===== src/hdl/tpse_pkg.sv =====
// Shared types and constants for the touch pen sampler with its event queue.
`default_nettype none

package tpse_pkg;

    localparam int DEF_QUEUE_DEPTH      = 16;
    localparam int DEF_SAMPLES_PER_AXIS = 16;

    localparam int COORD_W = 13;
    localparam int DELAY_W = 16;
    localparam int WORD_W  = 16;
    localparam int WORD_SHIFT = 3;
    localparam int COUNT_OUT_W = 5;

    localparam logic [7:0] CMD_X    = 8'hD0;
    localparam logic [7:0] CMD_Y    = 8'h90;
    localparam logic [7:0] CMD_IDLE = 8'h00;

    typedef enum logic [1:0] {
        MODE_PEN_IRQ = 2'd0,
        MODE_TICK    = 2'd1,
        MODE_WORD    = 2'd2,
        MODE_READ    = 2'd3
    } mode_t;

    typedef enum logic [1:0] {
        PEN_UP      = 2'd0,
        PEN_PRESSED = 2'd1,
        PEN_MOVING  = 2'd2
    } pen_state_t;

    typedef enum logic {
        CFG_FIRST_DELAY  = 1'b0,
        CFG_REPEAT_DELAY = 1'b1
    } cfg_reg_t;

    typedef struct packed {
        mode_t              mode;
        logic               pen_low;
        logic [WORD_W-1:0]  conv_word;
    } in_item_t;

    typedef struct packed {
        logic                   event_valid;
        logic [COORD_W-1:0]     event_x;
        logic [COORD_W-1:0]     event_y;
        logic [1:0]             event_status;
        logic [COUNT_OUT_W-1:0] queue_count;
        logic [7:0]             adc_command;
        logic                   overflow;
    } out_item_t;

    typedef struct packed {
        logic [COORD_W-1:0] x;
        logic [COORD_W-1:0] y;
        pen_state_t         status;
    } ev_entry_t;

endpackage

`default_nettype wire


===== src/hdl/touch_pen_sampler_event_queue.sv =====
// Top level: pen state tracking, ADC averaging and the event queue.
`default_nettype none

// Resistive touch pen sampler. Every input item (pen interrupt, timer tick,
// conversion word, read request) gives exactly one result item, and one item
// can be accepted in every clock cycle unless the output is stalled; the
// result enters the output register in the cycle after acceptance, and a new
// item is taken in the same cycle as the waiting result is taken. Queued
// events live in a RAM of QUEUE_DEPTH entries; an event is written in the
// cycle after the item that makes it (the axis average goes through a
// reciprocal multiply in the write cycle), and a read of that entry in the
// same cycle is forwarded. No clearing pass is needed after reset: the fill
// count gates every read. adc_command tells which axis the next conversion word
// must belong to. Write the two delay registers only while the block is idle.
module touch_pen_sampler_event_queue #(
    parameter int QUEUE_DEPTH      = tpse_pkg::DEF_QUEUE_DEPTH,
    parameter int SAMPLES_PER_AXIS = tpse_pkg::DEF_SAMPLES_PER_AXIS
) (
    input  wire logic                                 clk,
    input  wire logic                                 rst_n,
    input  wire logic                                 in_valid,
    output logic                                      in_stall,
    input  wire tpse_pkg::in_item_t                   in_item,
    output logic                                      out_valid,
    input  wire logic                                 out_stall,
    output tpse_pkg::out_item_t                       out_item,
    input  wire logic                                 cfg_valid,
    output logic                                      cfg_ready,
    input  wire tpse_pkg::cfg_reg_t                   cfg_index,
    input  wire logic [tpse_pkg::DELAY_W-1:0]         cfg_data
);

    localparam int AW       = $clog2(QUEUE_DEPTH);
    localparam int CW       = $clog2(QUEUE_DEPTH + 1);
    localparam int PW       = $clog2(SAMPLES_PER_AXIS + 1);
    localparam int LOG_S    = $clog2(SAMPLES_PER_AXIS);
    localparam int ACC_W    = tpse_pkg::COORD_W + LOG_S;
    localparam int RECIP_W  = ACC_W + 2;
    localparam int PROD_W   = ACC_W + RECIP_W;
    localparam int DIV_SHIFT = ACC_W + LOG_S;
    localparam int ENTRY_W  = $bits(tpse_pkg::ev_entry_t);
    localparam logic [RECIP_W-1:0] RECIP =
        RECIP_W'(((64'd1 << DIV_SHIFT) / SAMPLES_PER_AXIS) + 64'd1);

    // configuration
    logic [tpse_pkg::DELAY_W-1:0] first_delay_reg, first_delay_next;
    logic [tpse_pkg::DELAY_W-1:0] repeat_delay_reg, repeat_delay_next;

    // pen and sampling state
    tpse_pkg::pen_state_t         pen_state_reg, pen_state_next;
    logic                         sampling_reg, sampling_next;
    logic [tpse_pkg::DELAY_W-1:0] delay_count_reg, delay_count_next;
    logic                         timer_armed_reg, timer_armed_next;
    logic [PW-1:0]                pos_reg, pos_next;
    logic                         axis_y_reg, axis_y_next;
    logic [ACC_W-1:0]             acc_reg, acc_next;
    logic [tpse_pkg::COORD_W-1:0] last_x_reg, last_x_next;
    logic [tpse_pkg::COORD_W-1:0] last_y_reg, last_y_next;

    // queue pointers
    logic [AW-1:0] wr_ptr_reg, wr_ptr_next;
    logic [AW-1:0] rd_ptr_reg, rd_ptr_next;
    logic [CW-1:0] count_reg, count_next;

    // post stage: average and queue write
    logic                 p_valid_reg, p_valid_next;
    logic                 p_is_div_reg, p_is_div_next;
    logic                 p_axis_y_reg, p_axis_y_next;
    logic                 p_push_reg, p_push_next;
    tpse_pkg::pen_state_t p_st_reg, p_st_next;
    logic [AW-1:0]        p_addr_reg, p_addr_next;
    logic [ACC_W-1:0]     p_acc_reg, p_acc_next;

    // output stage
    logic                 out_valid_reg, out_valid_next;
    logic                 ev_valid_reg, ev_valid_next;
    logic [CW-1:0]        res_count_reg;
    logic [7:0]           res_cmd_reg, res_cmd_next;
    logic                 res_ovf_reg, res_ovf_next;
    logic                 fwd_hit_reg, fwd_hit_next;
    tpse_pkg::ev_entry_t  fwd_data_reg;

    logic                 in_accept;
    logic                 out_take;
    logic                 rd_en;
    logic                 ram_we;
    tpse_pkg::ev_entry_t  ram_wdata;
    logic [ENTRY_W-1:0]   ram_rdata;
    tpse_pkg::ev_entry_t  rd_entry;
    logic [PROD_W-1:0]    prod;
    logic [tpse_pkg::COORD_W-1:0] quot;
    logic [ACC_W-1:0]     acc_sum;
    logic                 push_req;
    tpse_pkg::pen_state_t push_st;
    logic                 div_start;

    assign in_accept = in_valid && !in_stall;
    assign out_take  = out_valid_reg && !out_stall;
    assign in_stall  = out_valid_reg && out_stall;
    assign cfg_ready = 1'b1;

    assign prod = PROD_W'(p_acc_reg) * PROD_W'(RECIP);
    assign quot = prod[DIV_SHIFT +: tpse_pkg::COORD_W];

    assign ram_we       = p_valid_reg && p_push_reg;
    assign ram_wdata.x  = last_x_reg;
    assign ram_wdata.y  = (p_is_div_reg && p_axis_y_reg) ? quot : last_y_reg;
    assign ram_wdata.status = p_st_reg;

    tpse_ram #(
        .WIDTH(ENTRY_W),
        .DEPTH(QUEUE_DEPTH)
    ) u_store (
        .clk   (clk),
        .we    (ram_we),
        .waddr (p_addr_reg),
        .wdata (ram_wdata),
        .re    (rd_en),
        .raddr (rd_ptr_reg),
        .rdata (ram_rdata)
    );

    // next state
    always_comb
    begin
        first_delay_next  = first_delay_reg;
        repeat_delay_next = repeat_delay_reg;
        pen_state_next    = pen_state_reg;
        sampling_next     = sampling_reg;
        delay_count_next  = delay_count_reg;
        timer_armed_next  = timer_armed_reg;
        pos_next          = pos_reg;
        axis_y_next       = axis_y_reg;
        acc_next          = acc_reg;
        last_x_next       = last_x_reg;
        last_y_next       = last_y_reg;
        wr_ptr_next       = wr_ptr_reg;
        rd_ptr_next       = rd_ptr_reg;
        count_next        = count_reg;
        push_req          = 1'b0;
        push_st           = tpse_pkg::PEN_UP;
        div_start         = 1'b0;
        rd_en             = 1'b0;
        res_ovf_next      = 1'b0;
        acc_sum = acc_reg + ((pos_reg != '0)
            ? ACC_W'(in_item.conv_word[tpse_pkg::WORD_W-1:tpse_pkg::WORD_SHIFT])
            : ACC_W'(0));

        p_valid_next  = 1'b0;
        p_is_div_next = 1'b0;
        p_axis_y_next = axis_y_reg;
        p_push_next   = 1'b0;
        p_st_next     = pen_state_reg;
        p_addr_next   = wr_ptr_reg;
        p_acc_next    = acc_sum;

        if (cfg_valid && cfg_ready)
        begin
            unique case (cfg_index)
                tpse_pkg::CFG_FIRST_DELAY:  first_delay_next  = cfg_data;
                tpse_pkg::CFG_REPEAT_DELAY: repeat_delay_next = cfg_data;
                default: ;
            endcase
        end

        if (p_valid_reg && p_is_div_reg)
        begin
            if (p_axis_y_reg)
            begin
                last_y_next = quot;
            end
            else
            begin
                last_x_next = quot;
            end
        end

        if (in_accept)
        begin
            unique case (in_item.mode)
                tpse_pkg::MODE_PEN_IRQ:
                begin
                    if (pen_state_reg == tpse_pkg::PEN_UP && in_item.pen_low && !sampling_reg)
                    begin
                        pen_state_next   = tpse_pkg::PEN_PRESSED;
                        delay_count_next = first_delay_reg;
                        timer_armed_next = 1'b1;
                    end
                end
                tpse_pkg::MODE_TICK:
                begin
                    if (timer_armed_reg && !sampling_reg)
                    begin
                        if (delay_count_reg <= tpse_pkg::DELAY_W'(1))
                        begin
                            delay_count_next = '0;
                            timer_armed_next = 1'b0;
                            if (in_item.pen_low)
                            begin
                                sampling_next = 1'b1;
                                pos_next      = '0;
                                axis_y_next   = 1'b0;
                                acc_next      = '0;
                            end
                            else
                            begin
                                pen_state_next = tpse_pkg::PEN_UP;
                                push_req       = 1'b1;
                                push_st        = tpse_pkg::PEN_UP;
                            end
                        end
                        else
                        begin
                            delay_count_next = delay_count_reg - 1'b1;
                        end
                    end
                end
                tpse_pkg::MODE_WORD:
                begin
                    if (sampling_reg)
                    begin
                        if (pos_reg == PW'(SAMPLES_PER_AXIS))
                        begin
                            pos_next  = '0;
                            acc_next  = '0;
                            div_start = 1'b1;
                            if (!axis_y_reg)
                            begin
                                axis_y_next = 1'b1;
                            end
                            else
                            begin
                                axis_y_next      = 1'b0;
                                sampling_next    = 1'b0;
                                push_req         = 1'b1;
                                push_st          = pen_state_reg;
                                pen_state_next   = tpse_pkg::PEN_MOVING;
                                delay_count_next = repeat_delay_reg;
                                timer_armed_next = 1'b1;
                            end
                        end
                        else
                        begin
                            pos_next = pos_reg + 1'b1;
                            acc_next = acc_sum;
                        end
                    end
                end
                tpse_pkg::MODE_READ:
                begin
                    if (count_reg != '0)
                    begin
                        rd_en       = 1'b1;
                        rd_ptr_next = (rd_ptr_reg == AW'(QUEUE_DEPTH - 1)) ? '0
                                                                           : rd_ptr_reg + 1'b1;
                        count_next  = count_reg - 1'b1;
                    end
                end
                default: ;
            endcase

            if (push_req)
            begin
                if (count_reg == CW'(QUEUE_DEPTH))
                begin
                    res_ovf_next = 1'b1;
                end
                else
                begin
                    p_push_next = 1'b1;
                    wr_ptr_next = (wr_ptr_reg == AW'(QUEUE_DEPTH - 1)) ? '0
                                                                       : wr_ptr_reg + 1'b1;
                    count_next  = count_reg + 1'b1;
                end
            end
            p_is_div_next = div_start;
            p_st_next     = push_st;
            p_valid_next  = div_start || p_push_next;
        end
    end

    // result fields
    always_comb
    begin
        out_valid_next = in_accept ? 1'b1 : (out_take ? 1'b0 : out_valid_reg);
        ev_valid_next  = rd_en;
        fwd_hit_next   = rd_en && ram_we && (p_addr_reg == rd_ptr_reg);
        if (sampling_next)
        begin
            res_cmd_next = axis_y_next ? tpse_pkg::CMD_Y : tpse_pkg::CMD_X;
        end
        else
        begin
            res_cmd_next = tpse_pkg::CMD_IDLE;
        end

        rd_entry = fwd_hit_reg ? fwd_data_reg : tpse_pkg::ev_entry_t'(ram_rdata);
        out_item.event_valid  = ev_valid_reg;
        out_item.event_x      = ev_valid_reg ? rd_entry.x : '0;
        out_item.event_y      = ev_valid_reg ? rd_entry.y : '0;
        out_item.event_status = ev_valid_reg ? rd_entry.status : tpse_pkg::PEN_UP;
        out_item.queue_count  = tpse_pkg::COUNT_OUT_W'(res_count_reg);
        out_item.adc_command  = res_cmd_reg;
        out_item.overflow     = res_ovf_reg;
        out_valid             = out_valid_reg;
    end

    always_ff @(posedge clk or negedge rst_n)
    begin
        if (!rst_n)
        begin
            first_delay_reg  <= tpse_pkg::DELAY_W'(5);
            repeat_delay_reg <= tpse_pkg::DELAY_W'(10);
            pen_state_reg    <= tpse_pkg::PEN_UP;
            sampling_reg     <= 1'b0;
            delay_count_reg  <= '0;
            timer_armed_reg  <= 1'b0;
            pos_reg          <= '0;
            axis_y_reg       <= 1'b0;
            acc_reg          <= '0;
            last_x_reg       <= '0;
            last_y_reg       <= '0;
            wr_ptr_reg       <= '0;
            rd_ptr_reg       <= '0;
            count_reg        <= '0;
            p_valid_reg      <= 1'b0;
            out_valid_reg    <= 1'b0;
        end
        else
        begin
            first_delay_reg  <= first_delay_next;
            repeat_delay_reg <= repeat_delay_next;
            pen_state_reg    <= pen_state_next;
            sampling_reg     <= sampling_next;
            delay_count_reg  <= delay_count_next;
            timer_armed_reg  <= timer_armed_next;
            pos_reg          <= pos_next;
            axis_y_reg       <= axis_y_next;
            acc_reg          <= acc_next;
            last_x_reg       <= last_x_next;
            last_y_reg       <= last_y_next;
            wr_ptr_reg       <= wr_ptr_next;
            rd_ptr_reg       <= rd_ptr_next;
            count_reg        <= count_next;
            p_valid_reg      <= p_valid_next;
            out_valid_reg    <= out_valid_next;
        end
    end

    // payload registers
    always_ff @(posedge clk)
    begin
        p_is_div_reg <= p_is_div_next;
        p_axis_y_reg <= p_axis_y_next;
        p_push_reg   <= p_push_next;
        p_st_reg     <= p_st_next;
        p_addr_reg   <= p_addr_next;
        p_acc_reg    <= p_acc_next;
        if (in_accept)
        begin
            ev_valid_reg  <= ev_valid_next;
            res_count_reg <= count_next;
            res_cmd_reg   <= res_cmd_next;
            res_ovf_reg   <= res_ovf_next;
        end
        if (rd_en)
        begin
            fwd_hit_reg  <= fwd_hit_next;
            fwd_data_reg <= ram_wdata;
        end
    end

    // checks
    a_count_bound: assert property (@(posedge clk) disable iff (!rst_n)
        count_reg <= CW'(QUEUE_DEPTH))
        else $error("queue count beyond depth");

    a_sampling_no_timer: assert property (@(posedge clk) disable iff (!rst_n)
        sampling_reg |-> !timer_armed_reg)
        else $error("timer armed during sampling");

    a_post_from_item: assert property (@(posedge clk) disable iff (!rst_n)
        p_valid_reg |-> $past(in_accept))
        else $error("post stage active without an accepted item");

    a_overflow_full: assert property (@(posedge clk) disable iff (!rst_n)
        (out_valid_reg && res_ovf_reg) |-> count_reg == CW'(QUEUE_DEPTH))
        else $error("overflow reported with room in queue");

    a_read_nonempty: assert property (@(posedge clk) disable iff (!rst_n)
        rd_en |-> count_reg != '0)
        else $error("read from empty queue");

endmodule

`default_nettype wire


===== src/hdl/tpse_ram.sv =====
// Generic single-write, single-read RAM with registered read data.
`default_nettype none

module tpse_ram #(
    parameter int WIDTH = 8,
    parameter int DEPTH = 16
) (
    input  wire logic                     clk,
    input  wire logic                     we,
    input  wire logic [$clog2(DEPTH)-1:0] waddr,
    input  wire logic [WIDTH-1:0]         wdata,
    input  wire logic                     re,
    input  wire logic [$clog2(DEPTH)-1:0] raddr,
    output logic      [WIDTH-1:0]         rdata
);

    logic [WIDTH-1:0] mem [DEPTH];

    always_ff @(posedge clk)
    begin
        if (we)
        begin
            mem[waddr] <= wdata;
        end
        if (re)
        begin
            rdata <= mem[raddr];
        end
    end

endmodule

`default_nettype wire

===== config.mk =====
export PLATFORM = sky130hd
export DESIGN_NAME = touch_pen_sampler_event_queue
export DESIGN_NICKNAME = d
export VERILOG_FILES = /design/src/hdl/tpse_pkg.sv /design/src/hdl/touch_pen_sampler_event_queue.sv /design/src/hdl/tpse_ram.sv
export SDC_FILE = /design/constraint.sdc
export NUM_CORES = 1
export LEC_CHECK = 0
export BUFFER_PORTS_ARGS = -buffer_cell sky130_fd_sc_hd__buf_2
export CAP_MARGIN = 5
export CORE_MARGIN = 3
export CORE_UTILIZATION = 62
export DETAILED_ROUTE_END_ITERATION = 16
export PLACE_DENSITY = 0.81
export SYNTH_ARGS = -nofsm -noshare
export SYNTH_HDL_FRONTEND = slang
export SYNTH_SLANG_ARGS = --single-unit

===== constraint.sdc =====
create_clock -name clk -period 4.5 [get_ports clk]
set_input_delay 0 -clock clk [delete_from_list [all_inputs] [get_ports clk]]
set_output_delay 0 -clock clk [all_outputs]
set_load 0.005 [all_outputs]

-- Word-level counts from Yosys, hierarchy flattened
Memory sizes are Yosys's and may differ from the RTL's. A register that Yosys moved wholly into a read port is not among the register bits.
Cells that the tools add are included.
- flip-flop bits (word level): 186
- latch bits: 0
- RAM bits: 448
- bits in read-only memories: 0
- memories: 1
- memories (name ; depth ; bits a word ; read ports ; clocked after Yosys merged registers in ; wr ports ; RTL line ; RTL):
    u_store.mem ; 16 ; 28 ; 1 ; 1 ; 1 ; tpse_ram.sv:17 ; logic [WIDTH-1:0] mem [DEPTH];
- $add $sub $neg: 7
- multiply operators: 1
- divide/modulo/power cells: 0
- magnitude comparators: 1
- equality and inequality tests: 16
- shift-type cells: 0
- multiplexer cells: 92
- bitwise gates (word level): 3
- reductions and logical operators: 32
- operator list (cell ; number):
    two-way mux 16 bit ; 6
    two-way mux 17 bit ; 5
    two-way mux 13 bit ; 4
    two-way mux 5 bit ; 10
    one-hot mux 16 bit (3 select lines) ; 1
    two-way mux 1 bit ; 42
    multiplier 17 x 18 -> 34 bit, second input constant ; 1
    one-hot mux 17 bit (2 select lines) ; 1
    two-way mux 28 bit ; 1
    two-way mux 2 bit ; 13
    adder 17 x 13 -> 17 bit ; 1
    <= comparator 16 x 1 -> 1 bit, second input constant ; 1
    != test 2 bit, second input constant ; 8
    subtractor 16 x 1 -> 16 bit, second input constant ; 1
    logical AND 1 bit ; 11
    adder 5 x 1 -> 5 bit, second input constant ; 2
    equality test 5 bit, second input constant ; 2
    one-hot mux 5 bit (2 select lines) ; 1
    nonzero test 5 bit ; 2
    AND reduction 9 bit ; 1
    adder 4 x 1 -> 4 bit, second input constant ; 2
    equality test 4 bit, second input constant ; 2
    two-way mux 4 bit ; 2
    AND reduction 2 bit ; 4
    18 further kinds ; 28

-- Depth between registers and ports, before layout
- depth in word-level cells: 9
- depth in mapped cells: 14
- depth with buffers taken out: 14

-- By module
Synthesis repeated with hierarchy kept, for this count alone.
- cells, all modules: 1522
- area total of the unflattened synthesis: 26751.9 um2
- modules (own cells, without submodules) (module ; times used ; cells each ; area an instance (um2)):
    tpse_ram ; 1 ; 735 ; 17803.3
    touch_pen_sampler_event_queue ; 1 ; 787 ; 8948.6

-- Worst setup path after synthesis
Ideal clock, no wire load.
- path kind: reg-to-reg
- from: register out_valid_reg (netlist: out_valid)
- to: register res_count_reg[0] (data pin)
- setup time: 0.267 ns
- data arrival time: 3.536 ns
- data required time: 4.233 ns
- setup slack: 0.697 ns
- stages on the path, launching flop included: 9
- cell sequence: dfrtp_1 -> nand2_1 -> nand2_1 -> inv_1 -> clkbuf_1 -> and2_1 -> clkbuf_1 -> nor2_1 -> xnor2_1
- longest elaborated chain between the ends: 4
- ends and longest elaborated chain (element ; RTL line ; RTL):
    start, declared ; touch_pen_sampler_event_queue.sv:75 ; logic out_valid_reg, out_valid_next;
    start signal, assigned ; touch_pen_sampler_event_queue.sv:346 ; out_valid_reg <= out_valid_next;
    logical AND 1 bit ; touch_pen_sampler_event_queue.sv:99 ; assign in_stall = out_valid_reg && out_stall;
    logical NOT 1 bit ; touch_pen_sampler_event_queue.sv:97 ; assign in_accept = in_valid && !in_stall;
    logical AND 1 bit ; touch_pen_sampler_event_queue.sv:97 ;
    net in_accept ; touch_pen_sampler_event_queue.sv:83 ; logic in_accept;
    two-way mux 5 bit ; touch_pen_sampler_event_queue.sv:178 ; if (in_accept)
    net count_next[0] ; touch_pen_sampler_event_queue.sv:63 ; logic [CW-1:0] count_reg, count_next;
    end signal, assigned ; touch_pen_sampler_event_queue.sv:362 ; res_count_reg <= count_next;
    end, declared ; touch_pen_sampler_event_queue.sv:77 ; logic [CW-1:0] res_count_reg;
The timed path passes the listed nets, and every way through them passes these cells.
A chain may end at the register's enable or synchronous reset.

-- Final worst setup path
- from: register pos_reg[0]
- to: register acc_reg[14]
- longest elaborated chain between the ends: 6
- ends and longest elaborated chain (element ; RTL line ; RTL):
    start, declared ; touch_pen_sampler_event_queue.sv:54 ; logic [PW-1:0] pos_reg, pos_next;
    start signal, assigned ; touch_pen_sampler_event_queue.sv:337 ; pos_reg <= pos_next;
    nonzero test 5 bit ; touch_pen_sampler_event_queue.sv:145 ; acc_sum = acc_reg + ((pos_reg != '0)
    two-way mux 13 bit ; touch_pen_sampler_event_queue.sv:146 ; ? ACC_W'(in_item.conv_word[tpse_pkg::WORD_W-1:tpse_pkg::WORD_SHIFT])
    adder 17 x 13 -> 17 bit ; touch_pen_sampler_event_queue.sv:145 ;
    two-way mux 17 bit * ; touch_pen_sampler_event_queue.sv:222 ; if (pos_reg == PW'(SAMPLES_PER_AXIS))
    two-way mux 17 bit * ; touch_pen_sampler_event_queue.sv:220 ; if (sampling_reg)
    one-hot mux 17 bit (2 select lines) * ; touch_pen_sampler_event_queue.sv:180 ; unique case (in_item.mode)
    end signal, assigned ; touch_pen_sampler_event_queue.sv:339 ; acc_reg <= acc_next;
    end, declared ; touch_pen_sampler_event_queue.sv:56 ; logic [ACC_W-1:0] acc_reg, acc_next;
Mark *: on every way between the ends. The rest lies on a longest branch, timed or not. The select of a mux whose other input is x is not followed.

==> metrics.md <==
| Metric | Value |
|---|---|
| GRT overflow | 0 |
| Clock latency on the worst-skew pair | 0.63 ns |
| Die Y-Extent | 214 um |
| Antenna Cells | 0 |
| Worst setup EP type | flop |
| First-pass GRT wire length | 90300 um |
| Fill cells | 2503 |
| Seq/Total Area, Yosys | 70.3% |
| Detailed Route Iter0 Violations | 1387 |
| Share of the synthesized area in the top cell type | 57.7% |
| Pwr/cell area | 492 nW/um2 |
| Setup TNS | 0 ns |
| Area Overhead vs Synth | 13.2% |
| Setup crit start kind | flop |
| Vias | 15400 |
| Initial Util | 63.3% |
| Slew HR | 19.7% |
| Number of global-route vias before repair | 15600 |
| Die area | 45700 um2 |
| Max Fanout on Critical Path | 13 |
| Number of clock sinks | 652 |
| Cells after synthesis | 1685 |
| Clk pin slew, worst setup/hold paths | 0.06 ns |
| Endpoints failing setup | 0 |
| Synth cell types | 69 |
| LEAKAGE | 0.0102 uW |
| Worst EP required | 5.03 ns |
| Maxcap violations | 0 |
| Synth area leaders | edfxtp_1, dfrtp_1, mux4_2 |
| Cell area after synthesis | 26700 um2 |
| # IOs | 87 |
| Die W | 214 um |
| Synth Flop Type | edfxtp_1 |
| Final Max Slew Viols | 0 |
| Post-route clock period utilization | 73.6% |
| Final worst path period need | 3.31 ns |
| Least-Margin Pin Slew | 1.20 ns |
| Hold_ws | 0.0526 ns |
| Mean Syn Cell Area | 15.9 um2 |
| Routed wire length | 58300 um |
| Critical path class | flop to flop |
| Dpl hpwl | 32600 um |
| CTS tree | yes |
| Vias/cell | 6.45 |
| #FFs+latches synth | 652 |
| RSZ-0062 raised after global routing | false |
| Yosys top cell by area | edfxtp_1 |
| Gates resized, CTS repair | 0 |
| Clock Tree Buf Depth | 3 |
| Post-route ant nets | 0 |
| GRT Resource Usage Total | 26.3% |
| Most frequent cells in the layout | edfxtp_1, nand2_1, mux2i_1 |
| CTS Buf Count | 61 |
| Power consumption | 14900 uW |
| Port bufs | 77 |
| FF+latch area | 18800 um2 |
| Drt drc | 0 |
| Largest net degree at the start of global routing | 71 |
| Root Buffer | clkbuf_16 |
| HP Class | primary input to async pin |
| Pre-antenna DRT Iters | 5 |
| Layout Nets | 1867 |
| WL per Instance | 24.4 um |
| Yosys warns | 0 |
| Max reg flops | 448 |
| Number of synthesized flops with an enable pin | 514 |
| Antenna violations before repair | 0 |
| GPL Wtd Cong | 0.842 |
| Multi-input combinational cell area | 7610 um2 |
| Num rows | 75 |
| Max Clock Freq | 302 MHz |
| Critical path arrival | 3.84 ns |
| Clk_skew | 0.0210 ns |
| Status | complete, no violations |
| Commonest non-fill, non-tap cell in the layout | edfxtp_1 |
| Ys async rst share | 17.8% |
| Final hold vios | 0 |
| Core area | 42200 um2 |
| Peak VDD IR | 393 uV |
| Fraction of layout cells with a size suffix above 1 | 21.5% |
| H-tree Lvls | 2 |
logic make-up (layout without fill, tap and decap cells):
group,count (synthesis),after routing,synth area share (%)
compound gates,298,298,7.21
mux,274,274,13.4
simple gates,290,290,5.23
fa+ha+maj,29,29,1.39
flops,652,652,70.3
other cells,2,6,0.0281
xor+xnor,23,23,0.753
buf+inv,117,277,1.79
where the power goes:
part	internal (uW)	switching (uW)	total (uW)
Sequential	6730	366	7100
Combinational	1140	1420	2560
Clock	3050	2170	5220
Total	10900	3950	14900
worst max-delay path: stages (launching register included):
cell and delay [ns]:
dfrtp_1 0.42, inv_1 0.07, ha_1 0.17, nand2_1 0.05, nor2_1 0.62, nor2b_1 0.12, ha_1 0.42, o21ai_0 0.12
a21oi_1 0.17, o21ai_0 0.18, o21ai_0 0.55, nand3_1 0.15, o211ai_1 0.20
worst paths after layout:
path | start | endpoint | slack (ns) | cells past startpoint
worst min register to register | p_addr_next[3] | p_addr_reg[3] | 0.46 | 0
worst max register to register | pos_reg[0] | acc_reg[14] | 1.19 | 12
min in group clk | in_item[6] | p_acc_reg[4] | 0.09 | 5
max in group asynchronous | rst_n | count_reg[0] | 3.26 | 3
worst min-delay path | rst_n | acc_reg[3] | 0.05 | 2
worst max-delay path | pos_reg[0] | acc_reg[14] | 1.19 | 12
metrics by stage:
step | util (%) | setup WS, ns | std cells | cell area, um2
CTS | 71.6 | 1.18 | 2388 | 30300
finish | 71.6 | 1.19 | 2388 | 30300
global placement | 66.0 | 1.23 | 2239 | 27900
floorplan | - | 0.697 | 1689 | 26800
global route | 71.6 | 0.821 | 2388 | 30300
detailed placement | 66.0 | 1.18 | 2239 | 27900
Yosys cell counts, types with 5 or more instances:
cell	number
edfxtp_1	514
nand2_1	119
mux2i_1	117
dfrtp_1	112
o21ai_0	112
mux2_2	101
clkbuf_1	64
mux4_2	56
nor2_1	52
a21oi_1	48
nor2b_1	46
a221oi_1	29
a22oi_1	28
ha_1	28
dfxtp_1	22
inv_1	21
buf_1	19
nand3_1	15
xnor2_1	13
o211ai_1	11
nor3_1	10
xor2_1	10
a22o_1	9
buf_4	9
a31oi_1	8
nand2b_1	8
o31ai_1	8
nand4_1	7
a21o_1	6
o22ai_1	6
o32ai_1	6
and3_1	5
repair_timing:
item / in CTS / in global routing
hold endpoints to repair: 120 / 0
endpoints found under the setup margin: 0 / 0
setup buffers: 0 / 0
hold buffers: 34 / 0
area by class of cell:
cell class                 count  share of cell area [%]
timing repair buffer         141                    3.44
inverter                      21                   0.261
clock buffer                  86                    5.77
multi-input combinational    920                    25.2
tap                          539                    2.23
sequential                   652                    62.1
clock inverter                29                    1.05
layer usage:
| metal | GRT usage, % | up-vias | wire length [um] |
|---|---|---|---|
| met3 | 4.18 | 144 | 4610 |
| met4 | 9.98 | 0 | 1940 |
| met1 | 35.9 | 7799 | 23100 |
| met2 | 43.6 | 712 | 28600 |
| li1 | - | 6754 | - |
| met5 | 0 | - | 0 |
(Power assumes the default switching activity.)
